$ cat src/rtl/core/wsg_pkg.sv
package wsg_pkg;

	typedef enum logic [1:0] {
		MODE_SINE   = 2'd0,
		MODE_SQUARE = 2'd1,
		MODE_SAW    = 2'd2,
		MODE_AM     = 2'd3
	} mode_t;

	typedef enum logic [2:0] {
		REG_MODE      = 3'd0,
		REG_LENGTH    = 3'd1,
		REG_TONE      = 3'd2,
		REG_CARRIER   = 3'd3,
		REG_OFFSET    = 3'd4,
		REG_HIGH      = 3'd5,
		REG_LOW       = 3'd6
	} reg_idx_t;

	typedef enum logic [3:0] {
		ST_IDLE,
		ST_SEG,
		ST_DIV,
		ST_SIN_X2,
		ST_SIN_POLY,
		ST_SIN_R,
		ST_AM_MUL,
		ST_OUT
	} state_t;

	localparam logic [31:0] K1 = 32'd1686629713;
	localparam logic [31:0] K3 = 32'd693598668;
	localparam logic [31:0] K5 = 32'd85569306;
	localparam logic [31:0] K7 = 32'd5026995;
	localparam logic [31:0] K9 = 32'd172272;

	function automatic logic [31:0] poly_k(input logic [2:0] i);
		case (i)
			3'd0: poly_k = K7;
			3'd1: poly_k = K5;
			3'd2: poly_k = K3;
			3'd3: poly_k = K1;
			default: poly_k = K9;
		endcase
	endfunction

endpackage

$ cat src/rtl/core/waveform_sample_generator.sv
// Waveform sample generator.
// Input channel: restart with valid/ready; each accepted beat yields one
// output beat carrying sample (signed Q1.(SAMPLE_BITS-1)) and last.
// Registers are written through cfg_we/cfg_idx/cfg_data; the user must write
// them only while idle, which the block does not enforce. Each beat is
// computed by a small sequencer around one shared multiplier (Taylor sine,
// Horner steps, envelope product) and a restoring divider for the sawtooth
// ramp, one quotient bit per cycle. A modulated tone runs the sine steps
// twice (envelope tone, then carrier); square and zero runs go straight to
// the output beat. The next input beat is taken in the cycle after the
// output beat is taken, so the block takes no new beat before it is through
// with the current one.
// in_ready is low from acceptance until the output beat is taken; one beat
// is in flight at a time. A stalled receiver holds out_valid and payload.
// Reset clears registers to their defaults (length 1) and the run state.
// The index wraps after buffer_length samples; restart forces index zero.
module waveform_sample_generator #(
	parameter int SAMPLE_BITS = 16,
	parameter int PHASE_BITS  = 32,
	parameter int COUNT_BITS  = 16
) (
	input  logic                          clk,
	input  logic                          arst_n,
	input  logic                          cfg_we,
	input  logic [2:0]                    cfg_idx,
	input  logic [31:0]                   cfg_data,
	input  logic                          in_valid,
	output logic                          in_ready,
	input  logic                          restart,
	output logic                          out_valid,
	input  logic                          out_ready,
	output logic signed [SAMPLE_BITS-1:0] sample,
	output logic                          last
);

	localparam int DW = SAMPLE_BITS + COUNT_BITS;
	localparam int SHR_P = (PHASE_BITS > 32) ? PHASE_BITS - 32 : 0;
	localparam int SHL_P = (PHASE_BITS < 32) ? 32 - PHASE_BITS : 0;
	localparam logic [COUNT_BITS-1:0] CMAX = '1;
	localparam logic [SAMPLE_BITS-1:0] SMAX = {1'b0, {(SAMPLE_BITS-1){1'b1}}};

	wsg_pkg::state_t state_q, state_d;

	logic [1:0]  mode_q;
	logic [15:0] len_q, offset_q, hi_dur_q, lo_dur_q;
	logic [31:0] tstep_q, cstep_q;

	logic [15:0]           idx_q;
	logic [COUNT_BITS-1:0] seg_q;
	logic                  low_q;
	logic [PHASE_BITS-1:0] tph_q, cph_q;

	logic [COUNT_BITS-1:0] hi_c, lo_c;
	always_comb begin
		hi_c = (COUNT_BITS < 16 && {16'd0, hi_dur_q} > 32'(CMAX)) ? CMAX : COUNT_BITS'(hi_dur_q);
		lo_c = (COUNT_BITS < 16 && {16'd0, lo_dur_q} > 32'(CMAX)) ? CMAX : COUNT_BITS'(lo_dur_q);
	end

	function automatic logic [31:0] turns(input logic [PHASE_BITS-1:0] p);
		logic [PHASE_BITS+31:0] w;
		w = {32'd0, p} >> SHR_P;
		w = w << SHL_P;
		turns = w[31:0];
	endfunction

	// seg decision (up to three skips, combinational on narrow values)
	logic [COUNT_BITS-1:0] segn;
	logic                  lown;
	always_comb begin
		segn = seg_q;
		lown = low_q;
		for (int k = 0; k < 3; k++) begin
			if (!lown && segn >= hi_c) begin
				lown = 1'b1;
				segn = '0;
			end else if (lown && segn >= lo_c) begin
				lown = 1'b0;
				segn = '0;
			end
		end
	end

	// shared multiplier
	logic [31:0] ma_q, mb_q;
	logic [63:0] mp;
	assign mp = ma_q * mb_q;

	logic [31:0] t_q;
	logic [1:0]  quad_q;
	logic [31:0] x30_q, x2_q;
	logic [2:0]  k_q;
	logic        sec_q;
	logic signed [SAMPLE_BITS-1:0] env_s_q, res_q;
	logic [DW-1:0] rem_q, quo_q;
	logic [7:0]    cnt_q;
	logic          run_seg_q;
	logic          last_q;

	logic [SAMPLE_BITS-1:0] sv;
	logic [32:0] rnd;
	always_comb begin
		rnd = {1'b0, mp[61:30]} + (33'd1 << (30 - SAMPLE_BITS));
		rnd = rnd >> (31 - SAMPLE_BITS);
		sv = (rnd > 33'(SMAX)) ? SMAX : SAMPLE_BITS'(rnd);
	end

	logic [DW:0] dtrial;
	assign dtrial = {rem_q, quo_q[DW-1]} - {{(SAMPLE_BITS+1){1'b0}}, hi_c};

	always_comb begin
		state_d = state_q;
		case (state_q)
			wsg_pkg::ST_IDLE: if (in_valid) state_d = wsg_pkg::ST_SEG;
			wsg_pkg::ST_SEG: begin
				case (wsg_pkg::mode_t'(mode_q))
					wsg_pkg::MODE_SINE, wsg_pkg::MODE_AM: state_d = wsg_pkg::ST_SIN_X2;
					wsg_pkg::MODE_SAW:
						state_d = (run_seg_q && !lown) ? wsg_pkg::ST_DIV : wsg_pkg::ST_OUT;
					default: state_d = wsg_pkg::ST_OUT;
				endcase
			end
			wsg_pkg::ST_DIV: if (cnt_q == 8'(DW - 1)) state_d = wsg_pkg::ST_OUT;
			wsg_pkg::ST_SIN_X2: state_d = wsg_pkg::ST_SIN_POLY;
			wsg_pkg::ST_SIN_POLY: if (k_q == 3'd3) state_d = wsg_pkg::ST_SIN_R;
			wsg_pkg::ST_SIN_R: begin
				if (mode_q == wsg_pkg::MODE_AM && !sec_q) state_d = wsg_pkg::ST_SIN_X2;
				else if (mode_q == wsg_pkg::MODE_AM) state_d = wsg_pkg::ST_AM_MUL;
				else state_d = wsg_pkg::ST_OUT;
			end
			wsg_pkg::ST_AM_MUL: state_d = wsg_pkg::ST_OUT;
			wsg_pkg::ST_OUT: if (out_ready) state_d = wsg_pkg::ST_IDLE;
			default: state_d = wsg_pkg::ST_IDLE;
		endcase
	end

	always_comb begin
		in_ready  = (state_q == wsg_pkg::ST_IDLE);
		out_valid = (state_q == wsg_pkg::ST_OUT);
		sample    = res_q;
		last      = last_q;
	end

	// quadrant setup from a turn word
	logic [16:0] xs;
	logic [31:0] tsel;
	always_comb begin
		tsel = t_q;
		xs = tsel[30] ? (17'd65536 - {1'b0, tsel[29:14]}) : {1'b0, tsel[29:14]};
	end

	logic [15:0] len_e;
	assign len_e = (len_q == 16'd0) ? 16'd1 : len_q;

	always_ff @(posedge clk or negedge arst_n) begin
		if (!arst_n) begin
			state_q  <= wsg_pkg::ST_IDLE;
			mode_q   <= 2'd0;
			len_q    <= 16'd1;
			tstep_q  <= '0;
			cstep_q  <= '0;
			offset_q <= '0;
			hi_dur_q <= '0;
			lo_dur_q <= '0;
			idx_q    <= '0;
			seg_q    <= '0;
			low_q    <= 1'b0;
			tph_q    <= '0;
			cph_q    <= '0;
		end else begin
			state_q <= state_d;
			if (cfg_we) begin
				case (wsg_pkg::reg_idx_t'(cfg_idx))
					wsg_pkg::REG_MODE:    mode_q   <= cfg_data[1:0];
					wsg_pkg::REG_LENGTH:  len_q    <= cfg_data[15:0];
					wsg_pkg::REG_TONE:    tstep_q  <= cfg_data;
					wsg_pkg::REG_CARRIER: cstep_q  <= cfg_data;
					wsg_pkg::REG_OFFSET:  offset_q <= cfg_data[15:0];
					wsg_pkg::REG_HIGH:    hi_dur_q <= cfg_data[15:0];
					wsg_pkg::REG_LOW:     lo_dur_q <= cfg_data[15:0];
					default: ;
				endcase
			end
			if (state_q == wsg_pkg::ST_IDLE && in_valid && restart) begin
				idx_q <= '0;
				seg_q <= '0;
				low_q <= 1'b0;
				tph_q <= '0;
				cph_q <= '0;
			end
			if (state_q == wsg_pkg::ST_SEG) begin
				if (run_seg_q) begin
					low_q <= lown;
					seg_q <= segn + 1'b1;
				end
			end
			if (state_q == wsg_pkg::ST_OUT && out_ready) begin
				if (last_q) begin
					idx_q <= '0;
					seg_q <= '0;
					low_q <= 1'b0;
					tph_q <= '0;
					cph_q <= '0;
				end else begin
					idx_q <= idx_q + 16'd1;
					tph_q <= tph_q + PHASE_BITS'(tstep_q);
					cph_q <= cph_q + PHASE_BITS'(cstep_q);
				end
			end
		end
	end

	always_ff @(posedge clk) begin
		case (state_q)
			wsg_pkg::ST_IDLE: begin
				run_seg_q <= (hi_c != '0) || (lo_c != '0);
				sec_q <= 1'b0;
				last_q <= ({1'b0, (restart ? 16'd0 : idx_q)} + 17'd1) >= {1'b0, len_e};
			end
			wsg_pkg::ST_SEG: begin
				res_q <= (run_seg_q && !lown && mode_q == wsg_pkg::MODE_SQUARE) ? SMAX : '0;
				quo_q <= DW'(segn) << (SAMPLE_BITS - 1);
				rem_q <= '0;
				cnt_q <= '0;
				if (mode_q == wsg_pkg::MODE_AM)
					t_q <= turns(tph_q) - 32'h4000_0000;
				else
					t_q <= turns(tph_q + (PHASE_BITS'(offset_q) << (PHASE_BITS - 16)));
			end
			wsg_pkg::ST_DIV: begin
				cnt_q <= cnt_q + 8'd1;
				if (!dtrial[DW]) begin
					rem_q <= dtrial[DW-1:0];
					quo_q <= {quo_q[DW-2:0], 1'b1};
				end else begin
					rem_q <= {rem_q[DW-2:0], quo_q[DW-1]};
					quo_q <= {quo_q[DW-2:0], 1'b0};
				end
				if (cnt_q == 8'(DW - 1))
					res_q <= SAMPLE_BITS'(!dtrial[DW] ? {quo_q[DW-2:0], 1'b1}
						: {quo_q[DW-2:0], 1'b0});
			end
			wsg_pkg::ST_SIN_X2: begin
				quad_q <= tsel[31:30];
				x30_q <= {1'b0, xs, 14'd0};
				ma_q <= {1'b0, xs, 14'd0};
				mb_q <= {1'b0, xs, 14'd0};
				k_q <= 3'd7;
			end
			wsg_pkg::ST_SIN_POLY: begin
				if (k_q == 3'd7) begin
					x2_q <= mp[61:30];
					ma_q <= mp[61:30];
					mb_q <= wsg_pkg::K9;
					k_q <= 3'd0;
				end else begin
					ma_q <= (k_q == 3'd3) ? x30_q : x2_q;
					mb_q <= wsg_pkg::poly_k(k_q) - mp[61:30];
					k_q <= k_q + 3'd1;
				end
			end
			wsg_pkg::ST_SIN_R: begin
				if (mode_q == wsg_pkg::MODE_AM && !sec_q) begin
					env_s_q <= quad_q[1] ? -$signed(sv) : $signed(sv);
					sec_q <= 1'b1;
					t_q <= turns(cph_q);
				end else if (mode_q == wsg_pkg::MODE_AM) begin
					quad_q <= quad_q;
					ma_q <= 32'(sv);
					mb_q <= 32'($signed({env_s_q[SAMPLE_BITS-1], env_s_q})
						+ $signed({1'b0, SMAX}) + 1);
				end else begin
					res_q <= quad_q[1] ? -$signed(sv) : $signed(sv);
				end
			end
			wsg_pkg::ST_AM_MUL: begin
				res_q <= quad_q[1]
					? -$signed(SAMPLE_BITS'((mp + (64'd1 << (SAMPLE_BITS - 1))) >> SAMPLE_BITS))
					: $signed(SAMPLE_BITS'((mp + (64'd1 << (SAMPLE_BITS - 1))) >> SAMPLE_BITS));
			end
			default: ;
		endcase
	end

endmodule

$ cat config.mk
export PLATFORM = sky130hd
export DESIGN_NAME = waveform_sample_generator
export DESIGN_NICKNAME = d
export VERILOG_FILES = /design/src/rtl/core/wsg_pkg.sv /design/src/rtl/core/waveform_sample_generator.sv
export SDC_FILE = /design/constraint.sdc
export NUM_CORES = 2
export LEC_CHECK = 0
export ABC_AREA = 0
export BUFFER_PORTS_ARGS = -buffer_cell sky130_fd_sc_hd__buf_2
export CAP_MARGIN = 20
export CORE_AREA = 8 8 332 367
export CTS_CLUSTER_DIAMETER = 200
export DETAILED_ROUTE_END_ITERATION = 16
export DIE_AREA = 0 0 340 375
export GPL_ROUTABILITY_DRIVEN = 0
export PLACE_DENSITY = 0.7
export SYNTH_ARGS = -nofsm -noshare
export SYNTH_HDL_FRONTEND = slang
export SYNTH_SLANG_ARGS = --single-unit
$ cat constraint.sdc
create_clock -name clk -period 18.66 [get_ports clk]
set_input_delay 2.799 -clock clk [delete_from_list [all_inputs] [get_ports clk]]
set_output_delay 2.799 -clock clk [all_outputs]
set_load 0.1 [all_outputs]
==> out/results.txt <==
Status - complete, no violations
First-pass GRT wire length - 266000 um
CP Max Fanout - 32
# IOs - 60
Post-route minimum period - 11.69 ns
Drt via density - 5.78
# port buffers - 59
CP arrival - 12.05 ns
Max clock buf depth - 3
Share of the synthesized area in the top cell type - 28.5%
Post-synth EDFFs - 242
Sequential share of the synthesized area - 20.6%
Fmax - 85.5 MHz
Core area - 115000 um2
WP data required - 19.01 ns
Crit-path leading delay family - adder cells
Tightest hold margin - 0.421 ns
GRT Util Overall - 25.5%
First DRT Iteration DRCs - 3418
Wire per inst - 19.9 um
Slew HR - 27.2%
Hpwl dp - 127000 um
Min-Delay Path Class - register to register
Worst Setup End Kind - register
Syn Inst Count - 6743
Pre-CTS setup slack - 7.13 ns
Synth cell types - 106
Vias in the first global route - 50238
Synth area leaders - fa_1 29%, edfxtp_1 12%, ha_1 9.8%, dfrtp_1 9.1%, inv_1 6.2%
CP max stage cell - edfxtp_1
Starting density of the core - 54.8%
Post-CTS Setup Bufs - 0
Post-synth top flop - edfxtp_1
WL final - 163000 um
Max Cap Violations - 0
Syn. warnings - 0
DP Cell Count - 8096
Max-slew violation count - 0
Largest stage delay, worst path - 1.06 ns
Drt pass-1 iters - 6
Latest clock arrival within the worst-skew pair - 0.60 ns
Syn_nets - 8177
Layout cells sized above 1 - 6.05%
Largest net degree at the start of global routing - 84
Most common cell after layout, fill and taps aside - inv_1
Fin cells - 8195
Initial antenna violation count - 4
CP Buf/Inv Count - 5
Grt total ovfl - 0
Setup CP Type - register to register
Die Y - 375 um
Finish-stage setup viols - 0
Synth Cell Area - 63100 um2
Post-route setup slack - 6.97 ns
TritonCTS clock tree - done
Hold-fix buffers, CTS - 0
Post-synthesis register bit count - 472
Via count - 47359
CP dominant cell by count - fa_1
Unrepaired setup endpoints after global routing - no
CP Launch Type - register
Mapped Avg Cell Area - 9.36 um2
Rows - 131
Area Growth Syn to Fin - 5.51%
Gates resized, CTS repair - 0
CTS Buf Count - 48
Setup TNS Final - 0 ns
Clock-pin transition on the worst setup and hold timing paths - 0.06 ns
Die W - 340 um
Die ar. - 128000 um2
Synth area leader - fa_1
Post-synth ARST share - 48.7%
Clk sink count - 472
# DRC - 0
Crit share post-route - 62.7%
Final hold vios - 0
CTS HTree Levels - 2
# nets final - 8057
Skew final - 0.0397 ns
CTS Root Cell - clkbuf_16
Slew @ Worst Pin - 1.09 ns
DRT antenna net count - 0
Commonest non-fill, non-tap cells in the layout - 1048 x inv_1, 899 x fa_1, 821 x nand2_1
==> worst reg2reg max path: cells and delay by family, from the launching register on <==
| kind | cells | cell delay, ns |
|---|---|---|
| AO/OA/AOI/OAI | 8 | 2.40 |
| XOR/XNOR | 2 | 0.88 |
| adder cells (fa/ha/maj) | 9 | 4.18 |
| buffers and inverters | 5 | 0.37 |
| flip-flops | 1 | 1.06 |
| AND/OR/NAND/NOR | 6 | 2.59 |
==> cells by family after synthesis <==
group / count (synthesis) / synth area share, %
xor gates and xnor gates: 237 / 3.30
and+or+nand+nor: 2109 / 16.6
adders and majority gates: 1393 / 38.3
AOI/OAI and AO/OA: 1006 / 10.2
buffers and inverters: 1377 / 8.33
DFF: 472 / 20.6
muxes: 149 / 2.59
==> stage by stage <==
| step | cell area, um2 | util, % |
|---|---|---|
| finish | 66600 | 57.8 |
| global route | 66600 | 57.8 |
| CTS | 66400 | 57.6 |
| detailed placement | 64700 | 56.2 |
| global placement | 64700 | 56.2 |
| floorplan | 63100 | - |
==> layout make-up <==
class,count,area [um2]
Clock buffer,66,1430
Inverter,1052,3950
Tap cell,1529,1910
Clock inverter,23,250
Sequential cell,472,13000
Timing Repair Buffer,155,1110
Antenna cell,4,10.0
Multi-Input combinational cell,4894,44900
Fill cell,9941,48700
==> layer usage <==
| metal | share of wire, % | track usage [%] | vias up |
|---|---|---|---|
| li1 | - | - | 21498 |
| met1 | 40 | 31.7 | 23901 |
| met2 | 51 | 45.5 | 1577 |
| met3 | 5.9 | 3.30 | 383 |
| met4 | 3.6 | 9.28 | 0 |
| met5 | 0 | 0 | - |
==> synthesized netlist by cell type, types with 11 or more instances <==
master        n
dfrtp_1     229
o21a_1       47
or3_1        33
inv_1      1049
xnor2_1     152
nor3_1       67
a22oi_1      24
a211oi_1     21
a21boi_0     18
clkbuf_1    293
nor2_1      264
a21oi_1     251
a31oi_1      21
and4_1       11
and2_1      606
nand2b_1     43
o31ai_1      35
nor2b_1      42
o21ai_0     285
a22o_1       22
ha_1        494
mux2_2      115
nand4_1      40
fa_1        899
o21bai_1     21
o31a_1       11
buf_2        11
xor2_1       84
and3_1       25
o211ai_1     18
nand3_1      77
mux2i_1      34
edfxtp_1    242
nor4_1       24
o22ai_1      13
nand2_1     821
a2111oi_0    15
a211o_1      15
a21o_1       95
==> final timing paths <==
path	cells after the start	start	slack, ns	end
hold reg to reg	0	t_q[31]$_DFFE_PP_	0.42	quad_q[1]$_DFFE_PP_
setup reg to reg	30	mb_q[6]$_DFFE_PP_	6.97	sample[14]$_DFFE_PP_
setup / recovery	30	mb_q[6]$_DFFE_PP_	6.97	sample[14]$_DFFE_PP_
hold / removal	0	t_q[31]$_DFFE_PP_	0.42	quad_q[1]$_DFFE_PP_
max in group asynchronous	2	arst_n	15.09	hi_c[2]$_DFFE_PN0P_
min in group asynchronous	1	arst_n	2.14	tstep_q[9]$_DFFE_PN0P_
Power is left out: the tool's default activity adds up to more than one toggle a clock period on the data nets, which glitch-free logic cannot reach.
